$ cat config.mk
export PLATFORM = sky130hd
export DESIGN_NAME = floor_ceiling_texel_caster_core
export DESIGN_NICKNAME = d
export VERILOG_FILES = /design/src/rtl/core/fcc_pkg.sv /design/src/rtl/core/fcc_front.sv /design/src/rtl/core/fcc_queue.sv /design/src/rtl/core/fcc_div.sv /design/src/rtl/core/fcc_back.sv /design/src/rtl/core/floor_ceiling_texel_caster_core.sv
export SDC_FILE = /design/constraint.sdc
export NUM_CORES = 2
export LEC_CHECK = 0
export BUFFER_PORTS_ARGS = -buffer_cell sky130_fd_sc_hd__buf_2
export CAP_MARGIN = 20
export CELL_PAD_IN_SITES_DETAIL_PLACEMENT = 1
export CELL_PAD_IN_SITES_GLOBAL_PLACEMENT = 1
export CORE_ASPECT_RATIO = 1.75
export CORE_MARGIN = 5
export CORE_UTILIZATION = 39
export CTS_BUF_LIST = sky130_fd_sc_hd__clkbuf_8
export CTS_CLUSTER_SIZE = 8
export DETAILED_ROUTE_END_ITERATION = 7
export PLACE_DENSITY_LB_ADDON = 0.15
export SLEW_MARGIN = 5
export SYNTH_ARGS = -nofsm -noshare
export SYNTH_HDL_FRONTEND = slang
export SYNTH_SLANG_ARGS = --single-unit
$ cat constraint.sdc
create_clock -name clk -period 20.7 [get_ports clk]
set_input_delay 2.07 -clock clk [delete_from_list [all_inputs] [get_ports clk]]
set_output_delay 2.07 -clock clk [all_outputs]
set_load 0.005 [all_outputs]
$ cat src/rtl/core/fcc_pkg.sv
// ----------------------------------------------------------------------------
// fcc_pkg
// Shared types, constants and helpers of the floor and ceiling texel caster.
// ----------------------------------------------------------------------------
package fcc_pkg;

	localparam int ROW_W = 9;
	localparam int COL_W = 10;
	localparam int TEX_W = 6;
	localparam int PIX_W = 19;
	localparam int POS_W = 24;
	localparam int VEC_W = 18;
	localparam int ST_W  = 32;

	localparam int DATA_W = 32;
	localparam int ADDR_W = 5;

	localparam int SCREEN_WIDTH_DEF  = 1024;
	localparam int SCREEN_HEIGHT_DEF = 512;
	localparam int TEXTURE_SIZE_DEF  = 64;
	localparam int QUEUE_DEPTH_DEF   = 2;

	localparam logic [POS_W-1:0] POS_X_RST   = '0;
	localparam logic [POS_W-1:0] POS_Y_RST   = '0;
	localparam logic [VEC_W-1:0] DIR_X_RST   = 18'd65536;
	localparam logic [VEC_W-1:0] DIR_Y_RST   = '0;
	localparam logic [VEC_W-1:0] PLANE_X_RST = '0;
	localparam logic [VEC_W-1:0] PLANE_Y_RST = 18'd43254;

	// Register index, taken from paddr[4:2].
	typedef enum logic [2:0] {
		REG_POS_X,
		REG_POS_Y,
		REG_DIR_X,
		REG_DIR_Y,
		REG_PLANE_X,
		REG_PLANE_Y
	} reg_idx_t;

	typedef struct packed {
		logic        [POS_W-1:0] pos_x;
		logic        [POS_W-1:0] pos_y;
		logic signed [VEC_W-1:0] dir_x;
		logic signed [VEC_W-1:0] dir_y;
		logic signed [VEC_W-1:0] plane_x;
		logic signed [VEC_W-1:0] plane_y;
	} cfg_t;

	// One classified item waiting for the back end.
	typedef struct packed {
		logic             new_row;
		logic [ROW_W-1:0] row_off;
		logic [PIX_W-1:0] floor_pixel;
		logic [PIX_W-1:0] ceiling_pixel;
	} entry_t;

	typedef enum logic [2:0] {
		ST_IDLE,
		ST_RD_DIV,
		ST_MUL,
		ST_ADJ,
		ST_STEP_DIV,
		ST_EMIT
	} state_t;

	// Which of the four row set-up terms is being formed.
	typedef enum logic [1:0] {
		TERM_STEP_X,
		TERM_STEP_Y,
		TERM_POS_X,
		TERM_POS_Y
	} term_t;

	// Width of the Q16 row distance for a given screen height.
	function automatic int rd_width(input int height);
		return $clog2(height) + 16;
	endfunction

	function automatic int max_int(input int a, input int b);
		return (a > b) ? a : b;
	endfunction

endpackage

$ cat src/rtl/core/fcc_front.sv
// ----------------------------------------------------------------------------
// fcc_front
// Accepts pixel requests, drops those off the floor area and works out the
// floor and ceiling pixel indices before queueing the item.
// ----------------------------------------------------------------------------
module fcc_front #(
	parameter int SCREEN_WIDTH  = fcc_pkg::SCREEN_WIDTH_DEF,
	parameter int SCREEN_HEIGHT = fcc_pkg::SCREEN_HEIGHT_DEF
) (
	input  logic                       push,
	input  logic [fcc_pkg::ROW_W-1:0]  row,
	input  logic [fcc_pkg::COL_W-1:0]  column,
	input  logic                       q_full,
	output logic                       q_push,
	output fcc_pkg::entry_t            q_entry
);

	localparam logic [31:0] HALF_H = 32'(SCREEN_HEIGHT / 2);
	localparam logic [31:0] FULL_H = 32'(SCREEN_HEIGHT);
	localparam logic [31:0] FULL_W = 32'(SCREEN_WIDTH);

	logic [31:0] row_w;
	logic [31:0] col_w;
	logic        on_floor;

	always_comb begin
		row_w    = 32'(row);
		col_w    = 32'(column);
		on_floor = (row_w > HALF_H) && (row_w < FULL_H) && (col_w < FULL_W);

		q_entry.new_row       = (column == '0);
		q_entry.row_off       = fcc_pkg::ROW_W'(row_w - HALF_H);
		q_entry.floor_pixel   = fcc_pkg::PIX_W'(row_w * FULL_W + col_w);
		q_entry.ceiling_pixel = fcc_pkg::PIX_W'((FULL_H - row_w - 32'd1) * FULL_W + col_w);

		// Items that fall outside the floor area are taken and dropped here.
		q_push = push && !q_full && on_floor;
	end

endmodule

$ cat src/rtl/core/fcc_queue.sv
// ----------------------------------------------------------------------------
// fcc_queue
// Short first-in first-out queue between the front and the back end.
// ----------------------------------------------------------------------------
module fcc_queue #(
	parameter int DEPTH = fcc_pkg::QUEUE_DEPTH_DEF
) (
	input  logic            clk,
	input  logic            arst_n,
	input  logic            q_push,
	input  fcc_pkg::entry_t q_din,
	input  logic            q_pop,
	output fcc_pkg::entry_t q_dout,
	output logic            q_full,
	output logic            q_empty
);

	localparam int PW = (DEPTH > 1) ? $clog2(DEPTH) : 1;
	localparam int CW = $clog2(DEPTH + 1);

	fcc_pkg::entry_t mem_q [DEPTH];
	logic [PW-1:0]   wr_ptr_q;
	logic [PW-1:0]   rd_ptr_q;
	logic [CW-1:0]   count_q;

	function automatic logic [PW-1:0] next_ptr(input logic [PW-1:0] p);
		return (p == PW'(DEPTH - 1)) ? '0 : p + PW'(1);
	endfunction

	assign q_full  = (count_q == CW'(DEPTH));
	assign q_empty = (count_q == '0);
	assign q_dout  = mem_q[rd_ptr_q];

	always_ff @(posedge clk or negedge arst_n) begin
		if (!arst_n) begin
			wr_ptr_q <= '0;
			rd_ptr_q <= '0;
			count_q  <= '0;
		end else begin
			if (q_push) begin
				wr_ptr_q <= next_ptr(wr_ptr_q);
			end
			if (q_pop) begin
				rd_ptr_q <= next_ptr(rd_ptr_q);
			end
			if (q_push && !q_pop) begin
				count_q <= count_q + CW'(1);
			end else if (q_pop && !q_push) begin
				count_q <= count_q - CW'(1);
			end
		end
	end

	always_ff @(posedge clk) begin
		if (q_push) begin
			mem_q[wr_ptr_q] <= q_din;
		end
	end

endmodule

$ cat src/rtl/core/fcc_div.sv
// ----------------------------------------------------------------------------
// fcc_div
// Unsigned restoring divider, one quotient bit per cycle.
// ----------------------------------------------------------------------------
module fcc_div #(
	parameter int DW = 29,
	parameter int VW = 11
) (
	input  logic          clk,
	input  logic          arst_n,
	input  logic          div_start,
	input  logic [DW-1:0] div_dividend,
	input  logic [VW-1:0] div_divisor,
	output logic          div_busy,
	output logic [DW-1:0] div_quotient
);

	localparam int CW = $clog2(DW + 1);

	logic [DW-1:0] quo_q;
	logic [VW-1:0] rem_q;
	logic [VW-1:0] dvs_q;
	logic [CW-1:0] cnt_q;
	logic          busy_q;
	logic [VW:0]   shifted;
	logic [VW:0]   trial;

	always_comb begin
		shifted = {rem_q, quo_q[DW-1]};
		trial   = shifted - {1'b0, dvs_q};
	end

	always_ff @(posedge clk or negedge arst_n) begin
		if (!arst_n) begin
			busy_q <= 1'b0;
			cnt_q  <= '0;
		end else if (div_start) begin
			busy_q <= 1'b1;
			cnt_q  <= CW'(DW);
		end else if (busy_q) begin
			busy_q <= (cnt_q != CW'(1));
			cnt_q  <= cnt_q - CW'(1);
		end
	end

	always_ff @(posedge clk) begin
		if (div_start) begin
			quo_q <= div_dividend;
			rem_q <= '0;
			dvs_q <= div_divisor;
		end else if (busy_q) begin
			if (!trial[VW]) begin
				rem_q <= trial[VW-1:0];
				quo_q <= {quo_q[DW-2:0], 1'b1};
			end else begin
				rem_q <= shifted[VW-1:0];
				quo_q <= {quo_q[DW-2:0], 1'b0};
			end
		end
	end

	assign div_busy     = busy_q;
	assign div_quotient = quo_q;

endmodule

$ cat src/rtl/core/fcc_back.sv
// ----------------------------------------------------------------------------
// fcc_back
// Sets up the floor walk at the start of each row, then gives one texel
// result per queued item and advances the floor position.
// ----------------------------------------------------------------------------
module fcc_back #(
	parameter int SCREEN_WIDTH  = fcc_pkg::SCREEN_WIDTH_DEF,
	parameter int SCREEN_HEIGHT = fcc_pkg::SCREEN_HEIGHT_DEF,
	parameter int TEXTURE_SIZE  = fcc_pkg::TEXTURE_SIZE_DEF,
	parameter int DW            = 29,
	parameter int VW            = 11
) (
	input  logic                       clk,
	input  logic                       arst_n,
	input  fcc_pkg::cfg_t              cfg,
	input  fcc_pkg::entry_t            q_head,
	input  logic                       q_empty,
	output logic                       q_pop,
	output logic                       div_start,
	output logic [DW-1:0]              div_dividend,
	output logic [VW-1:0]              div_divisor,
	input  logic                       div_busy,
	input  logic [DW-1:0]              div_quotient,
	input  logic                       pop,
	output logic                       empty,
	output logic [fcc_pkg::TEX_W-1:0]  tex_x,
	output logic [fcc_pkg::TEX_W-1:0]  tex_y,
	output logic [fcc_pkg::PIX_W-1:0]  floor_pixel,
	output logic [fcc_pkg::PIX_W-1:0]  ceiling_pixel
);

	localparam int RDW = fcc_pkg::rd_width(SCREEN_HEIGHT);
	localparam int OPW = fcc_pkg::VEC_W + 1;
	localparam int PW  = RDW + 20;
	localparam int TPW = 16 + $clog2(TEXTURE_SIZE + 1);
	localparam int SW  = fcc_pkg::ST_W;
	localparam int RS  = DW + $clog2(SCREEN_WIDTH);
	localparam int RPW = 2 * DW + 1;

	localparam logic [DW-1:0]  RD_NUM   = DW'(SCREEN_HEIGHT) << 15;
	localparam logic [TPW-1:0] TEX_MUL  = TPW'(TEXTURE_SIZE);
	localparam logic [TPW-1:0] TEX_MASK = TPW'(TEXTURE_SIZE - 1);

	// Rounded-up reciprocal of the screen width; with RS = DW + ceil(log2(width))
	// the product shifted down by RS is the exact quotient of any DW-bit value.
	localparam logic [RPW-1:0] RECIP =
		RPW'(((64'd1 << RS) + 64'(SCREEN_WIDTH - 1)) / 64'(SCREEN_WIDTH));

	fcc_pkg::state_t state_q, state_d;
	fcc_pkg::term_t  term_q;
	fcc_pkg::entry_t entry_q;

	logic [RDW-1:0]       rd_q;
	logic signed [PW-1:0] prod_q;
	logic [DW-1:0]        shr_q;
	logic [SW-1:0]        fpx_q, fpy_q, stx_q, sty_q;

	logic                      out_valid_q;
	logic [fcc_pkg::TEX_W-1:0] tex_x_q, tex_y_q;
	logic [fcc_pkg::PIX_W-1:0] fpix_q, cpix_q;

	logic                  out_free;
	logic                  take_row;
	logic                  emit;
	logic                  emit_head;
	logic signed [OPW-1:0] op_sel;
	logic signed [PW-1:0]  mul_a, mul_b;
	logic [PW-1:0]         mag;
	logic [DW-1:0]         shr;
	logic [SW-1:0]         term_abs;
	logic [SW-1:0]         term_val;
	logic [RPW-1:0]        rcp_prod;
	logic [SW-1:0]         quo_abs;
	logic [SW-1:0]         quo_val;
	logic [TPW-1:0]        tpx, tpy;
	fcc_pkg::entry_t       emit_src;

	assign out_free = !out_valid_q || pop;

	// Next state.
	always_comb begin
		state_d = state_q;
		case (state_q)
			fcc_pkg::ST_IDLE: begin
				if (!q_empty && q_head.new_row) begin
					state_d = fcc_pkg::ST_RD_DIV;
				end
			end
			fcc_pkg::ST_RD_DIV: begin
				if (!div_busy) begin
					state_d = fcc_pkg::ST_MUL;
				end
			end
			fcc_pkg::ST_MUL: begin
				state_d = fcc_pkg::ST_ADJ;
			end
			fcc_pkg::ST_ADJ: begin
				if (term_q == fcc_pkg::TERM_STEP_X || term_q == fcc_pkg::TERM_STEP_Y) begin
					state_d = fcc_pkg::ST_STEP_DIV;
				end else if (term_q == fcc_pkg::TERM_POS_Y) begin
					state_d = fcc_pkg::ST_EMIT;
				end else begin
					state_d = fcc_pkg::ST_MUL;
				end
			end
			fcc_pkg::ST_STEP_DIV: begin
				state_d = fcc_pkg::ST_MUL;
			end
			fcc_pkg::ST_EMIT: begin
				if (out_free) begin
					state_d = fcc_pkg::ST_IDLE;
				end
			end
			default: state_d = fcc_pkg::ST_IDLE;
		endcase
	end

	// Arithmetic shared by the set-up steps.
	always_comb begin
		case (term_q)
			fcc_pkg::TERM_STEP_X: op_sel = {cfg.plane_x, 1'b0};
			fcc_pkg::TERM_STEP_Y: op_sel = {cfg.plane_y, 1'b0};
			fcc_pkg::TERM_POS_X:  op_sel = OPW'(cfg.dir_x) - OPW'(cfg.plane_x);
			fcc_pkg::TERM_POS_Y:  op_sel = OPW'(cfg.dir_y) - OPW'(cfg.plane_y);
			default:              op_sel = '0;
		endcase
		mul_a    = PW'($signed({1'b0, rd_q}));
		mul_b    = PW'(op_sel);
		mag      = prod_q[PW-1] ? PW'(-prod_q) : PW'(prod_q);
		shr      = mag[PW-1:16];
		term_abs = SW'(shr);
		term_val = prod_q[PW-1] ? (SW'(0) - term_abs) : term_abs;
		rcp_prod = RPW'(shr_q) * RECIP;
		quo_abs  = SW'(rcp_prod >> RS);
		quo_val  = prod_q[PW-1] ? (SW'(0) - quo_abs) : quo_abs;
		tpx      = TPW'(fpx_q[15:0]) * TEX_MUL;
		tpy      = TPW'(fpy_q[15:0]) * TEX_MUL;
	end

	// Control outputs.
	always_comb begin
		q_pop        = 1'b0;
		take_row     = 1'b0;
		emit         = 1'b0;
		emit_head    = 1'b0;
		div_start    = 1'b0;
		div_dividend = RD_NUM;
		div_divisor  = VW'(q_head.row_off);
		case (state_q)
			fcc_pkg::ST_IDLE: begin
				if (!q_empty) begin
					if (q_head.new_row) begin
						q_pop     = 1'b1;
						take_row  = 1'b1;
						div_start = 1'b1;
					end else if (out_free) begin
						q_pop     = 1'b1;
						emit      = 1'b1;
						emit_head = 1'b1;
					end
				end
			end
			fcc_pkg::ST_EMIT: begin
				emit = out_free;
			end
			default: begin
			end
		endcase
		emit_src = emit_head ? q_head : entry_q;
	end

	always_ff @(posedge clk or negedge arst_n) begin
		if (!arst_n) begin
			state_q     <= fcc_pkg::ST_IDLE;
			term_q      <= fcc_pkg::TERM_STEP_X;
			out_valid_q <= 1'b0;
			fpx_q       <= '0;
			fpy_q       <= '0;
			stx_q       <= '0;
			sty_q       <= '0;
		end else begin
			state_q <= state_d;
			if (emit) begin
				out_valid_q <= 1'b1;
			end else if (pop) begin
				out_valid_q <= 1'b0;
			end

			if (state_q == fcc_pkg::ST_RD_DIV && !div_busy) begin
				term_q <= fcc_pkg::TERM_STEP_X;
			end else if (state_q == fcc_pkg::ST_STEP_DIV) begin
				term_q <= fcc_pkg::term_t'(term_q + 2'd1);
				if (term_q == fcc_pkg::TERM_STEP_X) begin
					stx_q <= quo_val;
				end else begin
					sty_q <= quo_val;
				end
			end else if (state_q == fcc_pkg::ST_ADJ && term_q == fcc_pkg::TERM_POS_X) begin
				term_q <= fcc_pkg::TERM_POS_Y;
				fpx_q  <= SW'(cfg.pos_x) + term_val;
			end else if (state_q == fcc_pkg::ST_ADJ && term_q == fcc_pkg::TERM_POS_Y) begin
				fpy_q  <= SW'(cfg.pos_y) + term_val;
			end else if (emit) begin
				fpx_q <= fpx_q + stx_q;
				fpy_q <= fpy_q + sty_q;
			end
		end
	end

	always_ff @(posedge clk) begin
		if (take_row) begin
			entry_q <= q_head;
		end
		if (state_q == fcc_pkg::ST_RD_DIV && !div_busy) begin
			rd_q <= div_quotient[RDW-1:0];
		end
		if (state_q == fcc_pkg::ST_MUL) begin
			prod_q <= mul_a * mul_b;
		end
		if (state_q == fcc_pkg::ST_ADJ) begin
			shr_q <= shr;
		end
		if (emit) begin
			tex_x_q <= fcc_pkg::TEX_W'((tpx >> 16) & TEX_MASK);
			tex_y_q <= fcc_pkg::TEX_W'((tpy >> 16) & TEX_MASK);
			fpix_q  <= emit_src.floor_pixel;
			cpix_q  <= emit_src.ceiling_pixel;
		end
	end

	assign empty         = !out_valid_q;
	assign tex_x         = tex_x_q;
	assign tex_y         = tex_y_q;
	assign floor_pixel   = fpix_q;
	assign ceiling_pixel = cpix_q;

endmodule

$ cat src/rtl/core/floor_ceiling_texel_caster_core.sv
// ----------------------------------------------------------------------------
// floor_ceiling_texel_caster_core
// Floor and ceiling casting for a raycaster: texel coordinates and pixel
// indices for each floor pixel request.
// ----------------------------------------------------------------------------
// A pixel request whose column is not zero is taken from the head of the
// internal queue as soon as the output register is free, and its result is
// registered there, so such pixels stream at one per cycle while results are
// popped. A request with column zero first sets up the row: the row distance
// comes from a one-bit-per-cycle divider, then the two steps and the start
// position are worked out on one shared multiplier, each step being divided
// by the screen width through a reciprocal multiplication; its result then
// waits for the output register to be free. Requests outside the floor area
// are taken and give no result. The queue in front of the back end keeps
// accepting while a result waits to be popped, until it is full. Player
// position, direction and camera plane must only be written while the block
// is idle.
// ----------------------------------------------------------------------------
module floor_ceiling_texel_caster_core #(
	parameter int SCREEN_WIDTH  = fcc_pkg::SCREEN_WIDTH_DEF,
	parameter int SCREEN_HEIGHT = fcc_pkg::SCREEN_HEIGHT_DEF,
	parameter int TEXTURE_SIZE  = fcc_pkg::TEXTURE_SIZE_DEF,
	parameter int QUEUE_DEPTH   = fcc_pkg::QUEUE_DEPTH_DEF
) (
	input  logic                        clk,
	input  logic                        arst_n,
	input  logic                        psel,
	input  logic                        penable,
	input  logic                        pwrite,
	input  logic [fcc_pkg::ADDR_W-1:0]  paddr,
	input  logic [fcc_pkg::DATA_W-1:0]  pwdata,
	output logic [fcc_pkg::DATA_W-1:0]  prdata,
	output logic                        pready,
	input  logic                        push,
	output logic                        full,
	input  logic [fcc_pkg::ROW_W-1:0]   row,
	input  logic [fcc_pkg::COL_W-1:0]   column,
	input  logic                        pop,
	output logic                        empty,
	output logic [fcc_pkg::TEX_W-1:0]   tex_x,
	output logic [fcc_pkg::TEX_W-1:0]   tex_y,
	output logic [fcc_pkg::PIX_W-1:0]   floor_pixel,
	output logic [fcc_pkg::PIX_W-1:0]   ceiling_pixel
);

	localparam int RDW = fcc_pkg::rd_width(SCREEN_HEIGHT);
	localparam int DW  = RDW + 4;
	localparam int VW  = fcc_pkg::max_int(fcc_pkg::ROW_W, $clog2(SCREEN_WIDTH + 1));

	fcc_pkg::cfg_t     cfg_q;
	fcc_pkg::reg_idx_t reg_idx;
	logic              cfg_wr;

	fcc_pkg::entry_t q_entry;
	fcc_pkg::entry_t q_head;
	logic            q_push;
	logic            q_pop;
	logic            q_full;
	logic            q_empty;

	logic          div_start;
	logic [DW-1:0] div_dividend;
	logic [VW-1:0] div_divisor;
	logic          div_busy;
	logic [DW-1:0] div_quotient;

	assign pready  = 1'b1;
	assign cfg_wr  = psel && penable && pwrite && pready;
	assign reg_idx = fcc_pkg::reg_idx_t'(paddr[4:2]);

	always_ff @(posedge clk or negedge arst_n) begin
		if (!arst_n) begin
			cfg_q.pos_x   <= fcc_pkg::POS_X_RST;
			cfg_q.pos_y   <= fcc_pkg::POS_Y_RST;
			cfg_q.dir_x   <= fcc_pkg::DIR_X_RST;
			cfg_q.dir_y   <= fcc_pkg::DIR_Y_RST;
			cfg_q.plane_x <= fcc_pkg::PLANE_X_RST;
			cfg_q.plane_y <= fcc_pkg::PLANE_Y_RST;
		end else if (cfg_wr) begin
			case (reg_idx)
				fcc_pkg::REG_POS_X:   cfg_q.pos_x   <= pwdata[fcc_pkg::POS_W-1:0];
				fcc_pkg::REG_POS_Y:   cfg_q.pos_y   <= pwdata[fcc_pkg::POS_W-1:0];
				fcc_pkg::REG_DIR_X:   cfg_q.dir_x   <= pwdata[fcc_pkg::VEC_W-1:0];
				fcc_pkg::REG_DIR_Y:   cfg_q.dir_y   <= pwdata[fcc_pkg::VEC_W-1:0];
				fcc_pkg::REG_PLANE_X: cfg_q.plane_x <= pwdata[fcc_pkg::VEC_W-1:0];
				fcc_pkg::REG_PLANE_Y: cfg_q.plane_y <= pwdata[fcc_pkg::VEC_W-1:0];
				default: begin
				end
			endcase
		end
	end

	always_comb begin
		case (reg_idx)
			fcc_pkg::REG_POS_X:   prdata = fcc_pkg::DATA_W'(cfg_q.pos_x);
			fcc_pkg::REG_POS_Y:   prdata = fcc_pkg::DATA_W'(cfg_q.pos_y);
			fcc_pkg::REG_DIR_X:   prdata = fcc_pkg::DATA_W'(cfg_q.dir_x);
			fcc_pkg::REG_DIR_Y:   prdata = fcc_pkg::DATA_W'(cfg_q.dir_y);
			fcc_pkg::REG_PLANE_X: prdata = fcc_pkg::DATA_W'(cfg_q.plane_x);
			fcc_pkg::REG_PLANE_Y: prdata = fcc_pkg::DATA_W'(cfg_q.plane_y);
			default:              prdata = '0;
		endcase
	end

	assign full = q_full;

	fcc_front #(
		.SCREEN_WIDTH  (SCREEN_WIDTH),
		.SCREEN_HEIGHT (SCREEN_HEIGHT)
	) u_front (
		.push    (push),
		.row     (row),
		.column  (column),
		.q_full  (q_full),
		.q_push  (q_push),
		.q_entry (q_entry)
	);

	fcc_queue #(
		.DEPTH (QUEUE_DEPTH)
	) u_queue (
		.clk     (clk),
		.arst_n  (arst_n),
		.q_push  (q_push),
		.q_din   (q_entry),
		.q_pop   (q_pop),
		.q_dout  (q_head),
		.q_full  (q_full),
		.q_empty (q_empty)
	);

	fcc_div #(
		.DW (DW),
		.VW (VW)
	) u_div (
		.clk          (clk),
		.arst_n       (arst_n),
		.div_start    (div_start),
		.div_dividend (div_dividend),
		.div_divisor  (div_divisor),
		.div_busy     (div_busy),
		.div_quotient (div_quotient)
	);

	fcc_back #(
		.SCREEN_WIDTH  (SCREEN_WIDTH),
		.SCREEN_HEIGHT (SCREEN_HEIGHT),
		.TEXTURE_SIZE  (TEXTURE_SIZE),
		.DW            (DW),
		.VW            (VW)
	) u_back (
		.clk           (clk),
		.arst_n        (arst_n),
		.cfg           (cfg_q),
		.q_head        (q_head),
		.q_empty       (q_empty),
		.q_pop         (q_pop),
		.div_start     (div_start),
		.div_dividend  (div_dividend),
		.div_divisor   (div_divisor),
		.div_busy      (div_busy),
		.div_quotient  (div_quotient),
		.pop           (pop),
		.empty         (empty),
		.tex_x         (tex_x),
		.tex_y         (tex_y),
		.floor_pixel   (floor_pixel),
		.ceiling_pixel (ceiling_pixel)
	);

	// The back end only takes an item that is really waiting in the queue.
	a_pop_not_empty: assert property (@(posedge clk) disable iff (!arst_n)
		q_pop |-> !q_empty)
		else $error("queue popped while empty");

	// A division is never restarted while one is still running.
	a_div_idle: assert property (@(posedge clk) disable iff (!arst_n)
		div_start |-> !div_busy)
		else $error("divider started while busy");

	// An item written into the queue is there on the following cycle.
	a_push_lands: assert property (@(posedge clk) disable iff (!arst_n)
		q_push |=> !q_empty)
		else $error("queued item lost");

endmodule

# ---- Word-level counts from Yosys, hierarchy flattened
# Memories as Yosys holds them, arrays and structs flattened.
# Index checks and enable logic that the tools add are counted.
dict set report classes {
  n_mux 45
  mul 1
  order_cmp 1
  shifts 0
  n_reduce_logical 40
  addsub 21
  n_bitwise 4
  div 0
  n_eq_ne 19
}
# op count
set op_table {}
lappend op_table {{32-bit 2-to-1 mux} 7}
lappend op_table {{32-bit case mux with 6 select lines} 1}
lappend op_table {{19-bit case mux with 4 select lines} 1}
lappend op_table {{24-bit by 32-bit adder with 32-bit output} 2}
lappend op_table {{32-bit adder} 2}
lappend op_table {{26-bit by 19-bit multiplier with 45-bit output} 1}
lappend op_table {{45-bit 2-to-1 mux} 1}
lappend op_table {{45-bit negation} 1}
lappend op_table {{19-bit by 10-bit adder with 19-bit output} 2}
lappend op_table {{38-bit 2-to-1 mux} 1}
lappend op_table {{18-bit by 18-bit subtractor with 19-bit output} 2}
lappend op_table {{1-bit by 29-bit subtractor with 30-bit output (first input constant)} 1}
lappend op_table {{1-bit by 19-bit subtractor with 20-bit output (first input constant)} 1}
lappend op_table {{1-bit 2-to-1 mux} 19}
lappend op_table {{3-bit case mux with 6 select lines} 1}
lappend op_table {{3-bit 2-to-1 mux} 5}
lappend op_table {{3-bit by 2-bit == test with 1-bit output (second input constant)} 4}
lappend op_table {{3-bit == test (second input constant)} 4}
lappend op_table {{2-bit AND reduction} 6}
lappend op_table {{12-bit by 9-bit subtractor with 12-bit output} 1}
lappend op_table {{11-bit 2-to-1 mux} 1}
lappend op_table {{1-bit logical AND} 10}
lappend op_table {{10-bit logical NOT} 1}
lappend op_table {{2-bit 2-to-1 mux} 5}
lappend op_table {{25 further kinds} 51}
dict set report totals {
  wordCells 162
  latch_bits 0
  register_bits 500
  n_memories 1
  rom_bits 0
  ram_bits 96
  output_inout_bits 85
}
# name words word_bits rd rd_ports_with_merged_regs wr line_no
set memory_table {}
lappend memory_table {u_queue.mem_q 2 48 1 0 1 fcc_queue.sv:21} ;# fcc_pkg::entry_t mem_q [DEPTH];

# ---- Logic depth before layout (Yosys ltp)
dict set report depth {
  ltp_word 9
  mapped_depth 37
}

# ---- Hierarchy
# Synthesis repeated with hierarchy kept, for this count alone.
dict set report hier_totals {
  cells_unflattened 4274
  hier_area_um2 44639.1
}
# module cells_each n_inst area_each_um2
set modules_own_cells {}
lappend modules_own_cells {fcc_back 3412 1 31680.4}
lappend modules_own_cells {floor_ceiling_texel_caster_core 404 1 5940.7}
lappend modules_own_cells {fcc_queue 165 1 3696.0}
lappend modules_own_cells {fcc_div 239 1 2951.6}
lappend modules_own_cells {fcc_front 54 1 370.4}

# ---- Least setup slack after synthesis
# Ideal clock, no wire load.
dict set report synth_timing {
  path_kind {register -> register}
  start {register cfg_q[1] (netlist name)}
  end {register u_back.prod_q[41] (data pin)}
  stages_incl_launch_ff 33
  arrival_ps 9204
  path_slack_ps 11239
  setup_time_ps 258
  t_required_ps 20442
  path_cell_list {dfstp_2 inv_1 fa_1 a21o_1 a21o_1 a2111oi_2 nor4_1 o21ai_0 a21oi_1 or4_1 a32o_1 clkbuf_1 or2_2 fa_1 fa_1 inv_1 fa_1 fa_1 inv_1 fa_1 inv_1 fa_1 fa_1 ha_1 o21ai_0 a211oi_1 o221ai_1 o21ai_0 o21ai_0 o311a_1 o21bai_1 a21oi_1 xnor2_1}
}
dict set report synth_between {
  elab_chain_cells 3
}
# element line_no
set synth_lines {}
lappend synth_lines {{from (decl)} floor_ceiling_texel_caster_core.sv:50} ;# fcc_pkg::cfg_t cfg_q;
lappend synth_lines {{18-bit by 18-bit subtractor with 19-bit output} fcc_back.sv:124} ;# fcc_pkg::TERM_POS_Y: op_sel = OPW'(cfg.dir_y) - OPW'(cfg.plane_y);
lappend synth_lines {{19-bit case mux with 4 select lines (*)} fcc_back.sv:120} ;# case (term_q)
lappend synth_lines {{26-bit by 19-bit multiplier with 45-bit output (*)} fcc_back.sv:218} ;# prod_q <= mul_a * mul_b;
lappend synth_lines {{to (signal assigned)} fcc_back.sv:218}
lappend synth_lines {{to (decl)} fcc_back.sv:54} ;# logic signed [PW-1:0] prod_q;
# Every way passes the cells marked *; elsewhere a longest branch is shown, timed or not.
# A chain may end at the register's enable or synchronous reset.

# ---- Worst setup path in the final report
# Ends and elaborated chain as after synthesis.

==> run_results.csv <==
group,metric,value,unit
synthesis,yosysTopAreaCell,"fa_1",
worst_hold_path,hold_path_class,"reg -> reg",
run,drv_cap,0,
timing,fin_skew,0.06733,ns
clock_tree,root_buffer,"clkbuf_8",
global_routing,overflow,0,
worst_setup_path,r2r_cells,32,
place,hpwl,91200,microns
worst_setup_path,endpoint_kind,"flip-flop",
synthesis,ys_seq_area_share,30.92,%
worst_setup_path,crit_top_cell,"fa_1",
worst_setup_path,reg2reg_from,"cfg_q[1]$_DFFE_PN1P_",
route,totalWireLength,119400,microns
synthesis,synth_cell_types,85,
timing,slew_viol_final,0,
worst_setup_path,critPathRequiredTime,21.18,ns
floorplan,dieArea,107200,sq um
final_layout,area_growth,9.668,%
worst_setup_path,crit_type,"reg -> reg",
synthesis,ys_ff_latch,450,
final_layout,nets,4766,
clock_tree,cts.path.max_buffers,3,
synthesis,async_flop_share,44.44,%
global_routing,grt_pass1_wl,188500,microns
clock_tree,cts_hold_buf,0,
worst_setup_path,crit_cells,32,
final_layout,drive_gt1_share,12.70,%
worst_setup_path,cp-startpoint,"cfg_q[1]$_DFFE_PN1P_",
final_layout,finalNonFillerCells,5406,
route,vias,29090,
floorplan,pin_count,148,
run_status,status,"finished, final reports clean",
final_layout,fill_cells,11340,
synthesis,synth_top_cell_area_share,20.27,%
route,detail-route-antenna-nets,0,
route,routed_via_density,5.380,
clock_tree,clock_latency,0.73,ns
synthesis,synth_area_per_cell,10.00,sq um
timing,fin_crit,11.19,ns
timing,period_share,54.05,%
clock_tree,path_clk_slew,0.06,ns
route,drt_iter0_drc,1081,
route,routedWlPerCell,22.09,microns
worst_setup_path,cp_max_fo,26,
place,port_buffers,136,
clock_tree,clkSinkCount,450,
synthesis,yosysWarnings,0,
global_routing,antenna_found_initial,1,
synthesis,yosys-top-cells-area,"fa_1 (20%), edfxtp_1 (16%), dfrtp_1 (12%)",
timing,fmax,89.37,MHz
worst_hold_path,hold_depth,0,
floorplan,core_area,100200,sq um
synthesis,synth_flop_cell,"edfxtp_1",
worst_setup_path,startpoint_type,"flip-flop",
global_routing,grt_pass1_vias,32800,
final_layout,regArea,12130,sq um
final_layout,multi_input_area,24410,sq um
clock_tree,h-tree-depth,3,
synthesis,yosysMostFrequentCell,"inv_1",
clock_tree,cts_resized,0,
floorplan,rows,154,
global_routing,grt_max_degree,98,
timing,grt_setup_unrepaired,"false",
clock_tree,cts_tree,"built",
worst_setup_path,cp_num_buf_inv,5,
synthesis,netlist_area,39210,sq um
worst_setup_path,cp_top_family,"adder cells",
place,dp_cells,5262,
synthesis,synth_commonest_cells,"inv_1 (538), nand2_1 (433), fa_1 (397)",
route,drc_errors,0,
timing,tns,0,ns
clock_tree,cts-buffers-inserted,76,
worst_setup_path,r2r_end,"u_back.prod_q[41]$_DFFE_PN_",
floorplan,die_h,429.5,microns
floorplan,die_w,249.7,microns
timing,setup_violations,0,
timing,tightest_slew,1.092,ns
synthesis,syn_inst,3920,
route,drt_first_pass_iters,6,
worst_setup_path,crit_arrival,11.67,ns
timing,hold_viol_final,0,
worst_setup_path,crit_slowest_cell,"o21ai_0",
worst_setup_path,slowest_delay,0.67,ns
clock_tree,post_cts_buffers,0,
synthesis,synth_edf_count,210,
worst_setup_path,endpoint,"u_back.prod_q[41]$_DFFE_PN_",
synthesis,synth.net_count,4670,
place,gp_congestion,0.8218,
timing,slew_headroom,27.21,%
floorplan,start_util,39.14,%
worst_setup_path,reg2reg_slack,9.51,ns
global_routing,grt_usage,22.32,%
[final cells by class]
cell class	count	share of cell area, %
multi-input cells	2735	56.75
flip-flops and latches	450	28.20
inverters	540	4.713
well taps	1326	3.858
repair buffers	213	2.988
clock buffers	88	2.816
clock inverters	53	0.6692
diodes	1	0.005819
[logic make-up after synthesis]
group | count (synthesis) | synth area share (%)
other cells | 1 | 0.009563
simple gates | 1044 | 12.61
buf+inv | 735 | 7.208
mux | 184 | 5.137
fa+ha+maj | 687 | 29.52
compound gates | 656 | 10.95
flops | 450 | 30.92
xor+xnor | 163 | 3.641
[cell usage in the layout, fill, tap and decap left out, types with 40 or more instances in the layout]
cell type / n
nand2_1: 433
xor2_1: 57
nand3_1: 91
clkbuf_8: 89
dfxtp_1: 40
ha_1: 290
and2_1: 106
a22oi_1: 58
inv_1: 574
nor2_1: 168
nor3_1: 42
mux2_2: 138
dfrtp_1: 189
buf_4: 75
o21ai_0: 185
a21o_1: 43
xnor2_1: 106
a21oi_1: 127
mux2i_1: 46
buf_2: 136
edfxtp_1: 210
and3_1: 64
fa_1: 397
[metal layers]
layer / global-route usage (%) / wire length [microns] / share of wire (%) / vias to the layer above
li1: - / - / - / 13300
met1: 24.58 / 45060 / 38 / 15130
met2: 43.32 / 66180 / 55 / 449
met3: 2.248 / 3010 / 2.5 / 200
met4: 9.136 / 5167 / 4.3 / 0
met5: 0 / 0 / 0 / -
[how the worst min path moves through the flow]
| stage | from | slack [ns] | end |
|---|---|---|---|
| 3_5_place_dp | u_div.div_quotient[19]$_SDFFE_PP0P_ | 0.45 | u_back.rd_q[19]$_DFFE_PP_ |
| 2_1_floorplan | u_div.div_quotient[0]$_SDFFE_PP0P_ | 0.43 | u_back.rd_q[0]$_DFFE_PP_ |
| 3_3_place_gp | u_div.div_quotient[19]$_SDFFE_PP0P_ | 0.45 | u_back.rd_q[19]$_DFFE_PP_ |
| 6_report | u_div.div_quotient[19]$_SDFFE_PP0P_ | 0.46 | u_back.rd_q[19]$_DFFE_PP_ |
| 5_1_grt | u_div.div_quotient[19]$_SDFFE_PP0P_ | 0.48 | u_back.rd_q[19]$_DFFE_PP_ |
| 4_1_cts | u_div.div_quotient[9]$_SDFFE_PP0P_ | 0.46 | u_back.rd_q[9]$_DFFE_PP_ |
[flip-flops by register name (all words and copies together) (netlist names), 11 cells and up]
name,count
u_back.fpx_q,16
u_back.rd_q,25
u_back.fpy_q,16
u_div.rem_q,11
cfg_q,120
u_queue.mem_q,58
u_div.div_quotient,29
u_back.entry_q,28
u_back.sty_q,16
u_back.ceiling_pixel,19
u_back.stx_q,16
u_back.shr_q,16
u_back.prod_q,43
[metrics by stage]
stage | hold slack, ns | util, % | instance area, sq um | setup slack [ns]
after floorplan | 0.4292 | - | 39210 | 11.24
after global placement | 0.4463 | 41.39 | 41470 | 9.523
after detailed placement | 0.4488 | 41.39 | 41470 | 9.445
after CTS | 0.4619 | 42.88 | 42970 | 9.420
after global routing | 0.4752 | 42.92 | 43000 | 9.016
final | 0.4600 | 42.92 | 43000 | 9.511
Power is not shown: default switching activity piles up to over one toggle a cycle in this logic, so the estimate is an artifact.
